===== config.mk =====
export PLATFORM = sky130hd
export DESIGN_NAME = pps_front_flat
export DESIGN_NICKNAME = d
export VERILOG_FILES = /design/src/rtl/pps_pkg.sv /design/src/rtl/pps_in_if.sv /design/src/rtl/pps_front.sv /design/src/flat_wrapper.sv
export SDC_FILE = /design/constraint.sdc
export NUM_CORES = 1
export LEC_CHECK = 0
export ABC_AREA = 1
export BUFFER_PORTS_ARGS = -buffer_cell sky130_fd_sc_hd__buf_2
export CORE_MARGIN = 2
export CORE_UTILIZATION = 44
export DETAILED_ROUTE_END_ITERATION = 10
export GPL_TIMING_DRIVEN = 1
export HOLD_SLACK_MARGIN = 0.02
export MAX_ROUTING_LAYER = met4
export PLACE_DENSITY = 0.72
export SYNTH_ARGS = -nofsm -noshare
export SYNTH_HDL_FRONTEND = slang
export SYNTH_SLANG_ARGS = --single-unit

===== constraint.sdc =====
create_clock -name clk -period 5 [get_ports clk]
set_input_delay 1 -clock clk [delete_from_list [all_inputs] [get_ports clk]]
set_output_delay 1 -clock clk [all_outputs]
set_load 0.05 [all_outputs]

===== src/rtl/pps_pkg.sv =====
// Shared constants, command and table types for the prime power sieve.
// No dependencies; every other file of the block imports this package.
package pps_pkg;

  // Largest value covered by the table; the table has MAX_VALUE + 1 entries
  localparam int MAX_VALUE = 65536;
  localparam int MEM_DEPTH = MAX_VALUE + 1;
  localparam int ADDR_W    = $clog2(MEM_DEPTH);
  // Sweep counters hold a value one step past the limit
  localparam int IDX_W     = ADDR_W + 1;
  localparam int PROD_W    = 2 * ADDR_W;

  // Payload widths
  localparam int VAL_W = 17;
  localparam int DEG_W = 5;
  localparam int CNT_W = 13;
  localparam logic [CNT_W-1:0] COUNT_MAX = '1;

  // Action codes of an input item
  localparam logic ACT_BUILD = 1'b0;
  localparam logic ACT_QUERY = 1'b1;

  // Command queue between front and engine
  localparam int QDEPTH = 2;
  localparam int QPTR_W = $clog2(QDEPTH);
  localparam int QCNT_W = $clog2(QDEPTH + 1);

  // Register port
  localparam int PADDR_W   = 3;
  localparam int PDATA_W   = 32;
  localparam int REG_SHIFT = 2;
  localparam logic [PADDR_W-REG_SHIFT-1:0] REG_UPPER_LIMIT = '0;
  localparam logic [VAL_W-1:0] UPPER_LIMIT_RESET = VAL_W'(MAX_VALUE);

  typedef enum logic [1:0] {
    CMD_BUILD,
    CMD_QUERY,
    CMD_MISS
  } cmd_kind_t;

  typedef struct packed {
    cmd_kind_t         kind;
    logic [ADDR_W-1:0] addr;
  } cmd_t;

  // One table entry; degree zero marks a value that is no prime power
  typedef struct packed {
    logic [VAL_W-1:0] chr;
    logic [DEG_W-1:0] deg;
  } pp_entry_t;

  typedef enum logic [3:0] {
    S_IDLE,
    S_QRESP,
    S_CLEAR,
    S_SIEVE_CHK,
    S_SIEVE_TST,
    S_CROSS,
    S_MARK_RD,
    S_MARK_TST,
    S_POW_WR,
    S_POW_CHK,
    S_DONE
  } eng_state_t;

endpackage


===== src/rtl/pps_in_if.sv =====
// Input channel of the prime power sieve: valid/ready with action and value.
// Depends on pps_pkg.
interface pps_in_if;
  import pps_pkg::*;

  logic             valid;
  logic             ready;
  logic             action;
  logic [VAL_W-1:0] query_value;

  modport source(output valid, action, query_value, input ready);
  modport sink(input valid, action, query_value, output ready);
endinterface


===== src/rtl/pps_front.sv =====
// Front end: accepts input transfers, classifies them and queues commands.
// Depends on pps_pkg and pps_in_if.
module pps_front (
  input  logic          clk,
  input  logic          rst,
  pps_in_if.sink        in_ch,
  output logic          cmd_valid,
  output pps_pkg::cmd_t cmd,
  input  logic          cmd_ready
);
  import pps_pkg::*;

  cmd_t              q_mem [QDEPTH];
  logic [QPTR_W-1:0] wr_ptr;
  logic [QPTR_W-1:0] rd_ptr;
  logic [QCNT_W-1:0] fill;
  cmd_t              cmd_in;
  logic              push;
  logic              pop;

  // Classify: build, table lookup, or value beyond the table
  always_comb begin
    cmd_in.addr = ADDR_W'(in_ch.query_value);
    if (in_ch.action == ACT_BUILD) begin
      cmd_in.kind = CMD_BUILD;
    end else if (in_ch.query_value > VAL_W'(MAX_VALUE)) begin
      cmd_in.kind = CMD_MISS;
    end else begin
      cmd_in.kind = CMD_QUERY;
    end
  end

  assign in_ch.ready = (fill != QCNT_W'(QDEPTH));
  assign push        = in_ch.valid && in_ch.ready;
  assign cmd_valid   = (fill != '0);
  assign pop         = cmd_valid && cmd_ready;
  assign cmd         = q_mem[rd_ptr];

  // Store pushed commands
  always_ff @(posedge clk) begin
    if (push) begin
      q_mem[wr_ptr] <= cmd_in;
    end
  end

  // Advance pointers and fill level
  always_ff @(posedge clk) begin
    if (rst) begin
      wr_ptr <= '0;
      rd_ptr <= '0;
      fill   <= '0;
    end else begin
      if (push) begin
        wr_ptr <= wr_ptr + QPTR_W'(1);
      end
      if (pop) begin
        rd_ptr <= rd_ptr + QPTR_W'(1);
      end
      if (push && !pop) begin
        fill <= fill + QCNT_W'(1);
      end else if (pop && !push) begin
        fill <= fill - QCNT_W'(1);
      end
    end
  end

endmodule


===== src/flat_wrapper.sv =====
// flat-port wrapper written by rule: the top's interface ports become plain ports
module pps_front_flat import pps_pkg::*;
  (clk, rst, cmd_valid, cmd, cmd_ready, in_ch_valid, in_ch_action, in_ch_query_value, in_ch_ready);
  pps_in_if in_ch_i ();
  input  logic clk;
  input  logic rst;
  output logic cmd_valid;
  output pps_pkg::cmd_t cmd;
  input  logic cmd_ready;
  input wire logic [$bits(in_ch_i.valid)-1:0] in_ch_valid;
  input wire logic [$bits(in_ch_i.action)-1:0] in_ch_action;
  input wire logic [$bits(in_ch_i.query_value)-1:0] in_ch_query_value;
  output wire logic [$bits(in_ch_i.ready)-1:0] in_ch_ready;
  assign in_ch_i.valid = in_ch_valid;
  assign in_ch_i.action = in_ch_action;
  assign in_ch_i.query_value = in_ch_query_value;
  assign in_ch_ready = in_ch_i.ready;
  pps_front u_core (.clk(clk), .rst(rst), .in_ch(in_ch_i), .cmd_valid(cmd_valid), .cmd(cmd), .cmd_ready(cmd_ready));
endmodule

# Word level (Yosys, flattened, before mapping)
# Memories as Yosys holds them, arrays and structs flattened. A register that Yosys moved wholly into a read port is not among the register bits.
# Index checks and enable logic that the tools add are counted.
# op_classes
eq_ne	1
n_reduce_logical	8
muxes	8
addsub	4
order_cmp	1
# ops
operator	count
> comparator 17 bit, second input constant	1
2-to-1 mux 2 bit	4
logical AND 1 bit	4
2-to-1 mux 1 bit	4
nonzero test 2 bit	2
adder 1 bit, second input constant	2
adder 2 x 1 -> 2 bit, second input constant	1
zero test 1 bit	2
inequality test 2 bit, second input constant	1
subtractor 2 x 1 -> 2 bit, second input constant	1
# totals
elab_cells	26
in_bits	22
out_inout_bits	21
mem_count	1
ram_bits	38
register_bits	4
# memory_table
name	words	width	rd	rd_clocked_by_memory_dff	write_ports	line	source
u_core.q_mem	2	19	1	1	1	pps_front.sv:13	cmd_t q_mem [QDEPTH];

# Logic depth before layout (Yosys ltp)
# Gate-level depths: netlist (run 1).
# logic_depth
depth_word	6
mapped_depth	10
mapped_depth_nobuf	10

# Worst setup path before layout (run 1)
# Ideal clock, no wire load.
# synth_timing
kind	input to register
from	input port in_ch_valid
to	memory u_core.q_mem[1][0] in the netlist's numbering, enable pin
n_path_buf	0
setup_time_ns	0.396
arrival_ns	1.952
stages	2
path_slack_ns	2.652
cell_sequence	nand2_1 nor2_1
# synth_via
elab_chain_cells	3
# synth_lines
item	line	source
start: declaration	flat_wrapper.sv:10	input wire logic [$bits(in_ch_i.valid)-1:0] in_ch_valid;
logical AND 1 bit	pps_front.sv:34	assign push = in_ch.valid && in_ch.ready;
2-to-1 mux 1 bit	pps_front.sv:41	if (push) begin
2-to-1 mux 1 bit (not written as such)	pps_front.sv:42	q_mem[wr_ptr] <= cmd_in;
end: declaration	pps_front.sv:13	
# Every way passes these cells.

==> out/metrics.yaml, run 1 <==
status:
  outcome: "complete, no violations"
final_layout:
  area_growth_pct: 19.0
  num_antenna_cells: 0
  multi_input_area_um2: 427
  layout_common_cells: "42 x buf_2, 38 x edfxtp_1, 13 x nand2_1, 13 x nor2_1, 10 x mux2_4"
  final_common_cell: "buf_2"
  fillers: 329
  regArea_um2: 1240
  finalInstanceArea_um2: 2060
  layout-drive-gt1-share: 0.438
  nets: 182
synthesis:
  synthXorXnorAreaFrac: 0
  ys_seq_area_frac: 0.718
  yosys.area_share.adder: 0.00724
  avgSynthCellArea_um2: 15.4
  synth-simple-area-share: 0.0710
  synth_compound_area_frac: 0.0203
  synth-seq-cells: 43
  synth_warnings: 0
  syn_area_um2: 1730
  yosysUniqueCellTypes: 16
  syn_inst: 112
  synth_top_family_by_area: "multiplexers"
  synth_nets: 135
  synthMuxAreaShare: 0.146
detailed_routing:
  wl_per_cell_um: 13.2
  wl_um: 2740
  top_layer: "met4"
  ant_nets: 0
  num_vias: 987
  first_iter_violations: 48
  drc: 0
  wl_met3_um: 176
  dr_wl_met2_um: 1380
  firstDrtPassIters: 4
  wl_met1_um: 1110
  via_per_inst: 4.75
timing:
  final.setup.tns_ns: 0
  layout_setup_ws_ns: 2.08
  skew_ns: 0.00721
  post-route-min-period_ns: 2.92
  max_freq_mhz: 342
  finalHoldViolCount: 0
  worst_pin_slew_ns: 1.04
  rsz0062_at_grt: "no"
  final-max-slew-violation-count: 0
  finalSetupViolCount: 0
  finalCritPeriodShare: 0.584
  slew_headroom: 0.309
worst_setup_path:
  cpMaxStageDelayCell: "dfxtp_1"
  crit_arrival_ns: 1.92
  worstReg2RegEnd: "u_core.q_mem[1][1]$_DFFE_PP_"
  path_max_fanout: 19
  reg2reg_from: "u_core.fill[0]$_SDFFE_PP0P_"
  required_ns: 4.00
  crit_chain: "mux2_2 -> buf_2"
  reg2regPathDepth: 4
  worstSetupStartpointType: "register"
  rrSetupSlack_ns: 3.21
  worstSetupPathType: "register to primary output"
  crit_path_end_kind: "primary output"
  crit_path_max_incr_delay_ns: 1.01
grt:
  grt-ovfl-total: 0
  grt_pass1_vias: 1022
  grt_util_all_layers: 0.145
  antenna_found_initial: 0
  grt_max_degree: 21
  grt_pass1_wl_um: 4450
clock_tree:
  post_cts.repair.setup_buffers: 0
  clock_latency_ns: 0.29
  cts_resized: 0
  clockBufferDepth: 2
  cts.sinks: 43
  cts_max_level: 2
  cts_buffers: 5
  cts_tree: "yes"
  clkTransAtPathRegs_ns: 0.07
  cts_root_buffer: "clkbuf_8"
  hold_buffers: 0
power_and_ir_drop:
  p_total_w: 0.00111
  power.leakage_nw: 0.822
  p_per_area_nw_per_um2: 538
  peakVddDrop_mv: 0.331
placed_design:
  io_buffers: 42
  gp_congestion: 0.713
  pre_cts_ws_ns: 2.35
  post-dp-hpwl_um: 1940
  place_area_um2: 1970
floorplan:
  ios: 43
  start_util: 0.465
  die_area_um2: 4440
  die_height_um: 66.7
  coreArea_um2: 3720
  chipWidth_um: 66.7
  num_rows: 22
flow_run:
  drv_cap: 0
hold_path:
  hold_path_depth: 1
  worstHoldPathType: "register to register"
  hold_end: "u_core.fill[0]$_SDFFE_PP0P_"
  holdCritStartpoint: "u_core.fill[0]$_SDFFE_PP0P_"
## power by group
group	total, W	switching, W	internal, W
registers	0.000492	0.0000356	0.000456
logic	0.000408	0.000286	0.000122
clock network	0.000206	0.000109	0.0000975
total	0.00111	0.000431	0.000676
## flip-flops by register name, indices dropped and copies added, names as in the netlist, named ones only
name,cells
u_core.fill,2
u_core.q_mem,38
u_core.rd_ptr,1
u_core.wr_ptr,1
## cells by family after synthesis
logic type	Yosys count
compound gates	7
buf+inv	11
flops	43
simple gates	31
fa+ha+maj	1
mux	19
## how the worst max path moves through the flow
| stage | startpoint | endpoint | slack [ns] | cells after the start |
|---|---|---|---|---|
| floorplan | in_ch_valid | u_core.q_mem[1][0]$_DFFE_PP_ | 2.65 | 2 |
| global placement | register | cmd[0] | 2.34 | 2 |
| detailed placement | register | cmd[0] | 2.35 | 2 |
| CTS | register | cmd[0] | 2.03 | 2 |
| global route | register | cmd[0] | 1.95 | 2 |
| finish | register | cmd[0] | 2.08 | 2 |
## layout make-up
type,count,area share
Sequential cell,43,0.603
Multi-Input combinational cell,58,0.207
Timing Repair Buffer,42,0.102
Clock buffer,6,0.0353
Tap cell,48,0.0292
Inverter,9,0.0164
Clock inverter,2,0.00608
## through the flow
step | utilization | cells | hold WS (ns)
3_3_place_gp | 0.531 | 200 | 0.430
5_1_grt | 0.554 | 208 | 0.486
3_5_place_dp | 0.531 | 200 | 0.443
2_1_floorplan | - | 112 | 0.422
6_report | 0.554 | 208 | 0.456
4_1_cts | 0.554 | 208 | 0.456
## synth_stat cells
library cell | instances | area share
ha_1 | 1 | 0.0072
buf_6 | 1 | 0.0065
nand3_1 | 1 | 0.0029
o21ai_1 | 1 | 0.0029
nor2_1 | 15 | 0.033
nand4_1 | 1 | 0.0036
mux2_2 | 9 | 0.059
buf_12 | 1 | 0.012
dfxtp_1 | 5 | 0.058
mux2_4 | 10 | 0.087
inv_1 | 9 | 0.020
a21oi_1 | 4 | 0.012
nand2_1 | 13 | 0.028
edfxtp_1 | 38 | 0.66
or2_1 | 1 | 0.0036
o21ai_0 | 2 | 0.0058
## worst max-delay path, delay by kind of cell, from the launching register on
family	cells	cell delay, ns
buf+inv	1	0.21
flops	1	1.01
mux	1	0.42
## per-layer routing
metal,global-route usage,up-vias
met5,-,-
li1,-,489
met2,0.234,31
met1,0.162,461
met4,0.0842,0
met3,0.0372,6
(Power assumes the default switching activity.)
==> inputs of run 2 (changes only) <==
--- a/config.mk
+++ b/config.mk
@@ -5,7 +5,7 @@
 export SDC_FILE = /design/constraint.sdc
 export NUM_CORES = 1
 export LEC_CHECK = 0
-export ABC_AREA = 1
+export ABC_AREA = 0
 export BUFFER_PORTS_ARGS = -buffer_cell sky130_fd_sc_hd__buf_2
 export CORE_MARGIN = 2
 export CORE_UTILIZATION = 44
@@ -13,7 +13,7 @@
 export GPL_TIMING_DRIVEN = 1
 export HOLD_SLACK_MARGIN = 0.02
 export MAX_ROUTING_LAYER = met4
-export PLACE_DENSITY = 0.72
+export PLACE_DENSITY = 0.75
 export SYNTH_ARGS = -nofsm -noshare
 export SYNTH_HDL_FRONTEND = slang
 export SYNTH_SLANG_ARGS = --single-unit
==> constraint.sdc (replaced) <==
create_clock -name clk -period 2.5 [get_ports clk]
set_input_delay 0.5 -clock clk [delete_from_list [all_inputs] [get_ports clk]]
set_output_delay 0.5 -clock clk [all_outputs]
set_load 0.05 [all_outputs]
==> out/metrics.yaml, run 2 <==
clock_tree:
  clock_latency_ns: 0.29
  clkTransAtPathRegs_ns: 0.08
  hold_buffers: 0
  cts.sinks: 43
  cts_buffers: 5
  cts_tree: "yes"
  cts_max_level: 2
  post_cts.repair.setup_buffers: 0
  cts_root_buffer: "clkbuf_8"
  cts_resized: 0
  clockBufferDepth: 2
status:
  outcome: "complete, no violations"
floorplan:
  ios: 43
  coreArea_um2: 3630
  die_area_um2: 4250
  start_util: 0.454
  num_rows: 22
  chipWidth_um: 65.2
  die_height_um: 65.2
grt:
  grt_pass1_vias: 943
  grt-ovfl-total: 0
  grt_util_all_layers: 0.138
  grt_max_degree: 20
  grt_pass1_wl_um: 4130
  antenna_found_initial: 0
synthesis:
  synth_warnings: 0
  synth_nets: 114
  synth.most_common_cell: "edfxtp_1"
  yosysUniqueCellTypes: 21
  async_reset_ff_frac: 0
  synth_top_area_cell: "edfxtp_1"
  ys_seq_area_frac: 0.753
  synth_enable_flop_cells: 38
  synth.area.top_cells: "edfxtp_1 69%, mux2_2 13%, dfxtp_1 6.1%"
  syn_inst: 91
  synth-seq-cells: 43
  avgSynthCellArea_um2: 18.1
  synth_top_area_share: 0.692
  ys.flop_type: "edfxtp_1"
  syn_area_um2: 1650
  synth_commonest_cells: "38 x edfxtp_1, 19 x mux2_2, 5 x dfxtp_1"
final_layout:
  largest_register: "u_core.q_mem"
  largest_register_ffs: 38
  nets: 163
  num_antenna_cells: 0
  reg_top3: "u_core.q_mem (38), u_core.fill (2)"
  layout-drive-gt1-share: 0.518
  layout_common_cells: "42 x buf_2, 38 x edfxtp_1, 19 x mux2_2"
  final_common_cell: "buf_2"
  fin_util: 0.552
  area_growth_pct: 21.7
power_and_ir_drop:
  power.internal_w: 0.00136
  seqPwrFrac: 0.424
  swShare: 0.391
  power.leakage_nw: 0.762
  p_comb_frac: 0.390
  p_total_w: 0.00223
  p_per_area_nw_per_um2: 1110
  peakVddDrop_mv: 0.648
  p_clk_frac: 0.185
  switchingPower_w: 0.000869
flow_run:
  drv_cap: 0
placed_design:
  gp_congestion: 0.756
  io_buffers: 42
  post-dp-hpwl_um: 1820
timing:
  skew_ns: 0.00688
  worst_pin_slew_ns: 0.739
  rsz0062_at_grt: "no"
  final.setup.tns_ns: 0
  finalSetupViolCount: 0
  finalCritPeriodShare: 0.776
  final-max-slew-violation-count: 0
  finalHoldViolCount: 0
  slew_headroom: 0.507
  max_freq_mhz: 516
  post-route-min-period_ns: 1.94
detailed_routing:
  ant_nets: 0
  num_vias: 914
  via_per_inst: 4.84
  wl_um: 2610
  drc: 0
  first_iter_violations: 51
  firstDrtPassIters: 3
  wl_per_cell_um: 13.8
worst_setup_path:
  cpMaxStageDelayCell: "mux2_2"
  worstSetupPathType: "register to primary output"
  reg2reg_from: "u_core.fill[0]$_SDFFE_PP0P_"
  crit_path_max_incr_delay_ns: 0.38
  worstSetupStartpointType: "register"
  required_ns: 2.00
  crit_path_end_kind: "primary output"
  crit_chain: "buf_4 -> mux2_2 -> buf_2"
  path_max_fanout: 19
  crit_arrival_ns: 1.44
hold_path:
  worstHoldPathType: "input pin to register"
  holdCritStartpoint: "in_ch_query_value[16]"
==> run 2: cell count changes after synthesis, moves of 3 or more <==
cell     change
mux2_2      +10
nor2_1      -12
nor4_1       +4
nand2_1     -13
xor2_1       +3
mux2_4      -10
inv_1        -7
==> run 2: layout make-up <==
class / count / area (µm²)
timing repair buffer: 44 / 225
sequential: 43 / 1240
tap: 48 / 60.1
inverter: 2 / 7.51
clock buffer: 6 / 72.6
fill: 304 / 1630
clock inverter: 2 / 12.5
multi-input combinational: 44 / 387
==> run 2: critical path, delay by kind of cell, from the launching register on <==
family	cells	cell delay, ns
flops	1	0.31
mux	1	0.38
buf+inv	2	0.47
==> run 2: final timing paths <==
check | endpoint | slack (ns) | depth (start not counted)
setup / recovery | cmd[15] | 0.56 | 3
hold reg to reg | u_core.rd_ptr$_SDFFE_PP0P_ | 0.52 | 2
hold / removal | u_core.q_mem[0][16]$_DFFE_PP_ | 0.41 | 1
setup reg to reg | u_core.q_mem[0][2]$_DFFE_PP_ | 0.87 | 3
==> run 2: stage by stage <==
stage | hold slack [ns] | setup WS [ns] | instances | instance area (µm²)
2_1_floorplan | 0.472 | 0.872 | 91 | 1650
3_3_place_gp | 0.484 | 0.854 | 181 | 1920
3_5_place_dp | 0.489 | 0.781 | 181 | 1920
4_1_cts | 0.404 | 0.538 | 189 | 2010
5_1_grt | 0.401 | 0.479 | 189 | 2010
6_report | 0.413 | 0.561 | 189 | 2010
==> run 2: logic make-up after synthesis <==
family,count (synthesis),synth area share
buffers and inverters,4,0.0121
multiplexers,19,0.130
adder cells (fa/ha/maj),1,0.00759
AND/OR/NAND/NOR,15,0.0577
AO/OA/AOI/OAI,6,0.0235
flip-flops,43,0.753
XOR/XNOR,3,0.0159
==> run 2: metal layers <==
layer	vias to the layer above	wire (µm)	global-route usage
met5	-	0	-
met4	0	42	0.0703
met3	4	203	0.0514
met2	31	1270	0.223
met1	433	1090	0.149
li1	446	-	-
==> run 2: power by group through the flow <==
stage	Combinational, W	Sequential (W)	Clock, W
6_report	0.000869	0.000945	0.000413
5_1_grt	0.000919	0.000956	0.000462
4_1_cts	0.000880	0.000945	0.000425
3_5_place_dp	0.000876	0.000961	0
3_3_place_gp	0.000863	0.000954	0
2_1_floorplan	0.000710	0.000948	0
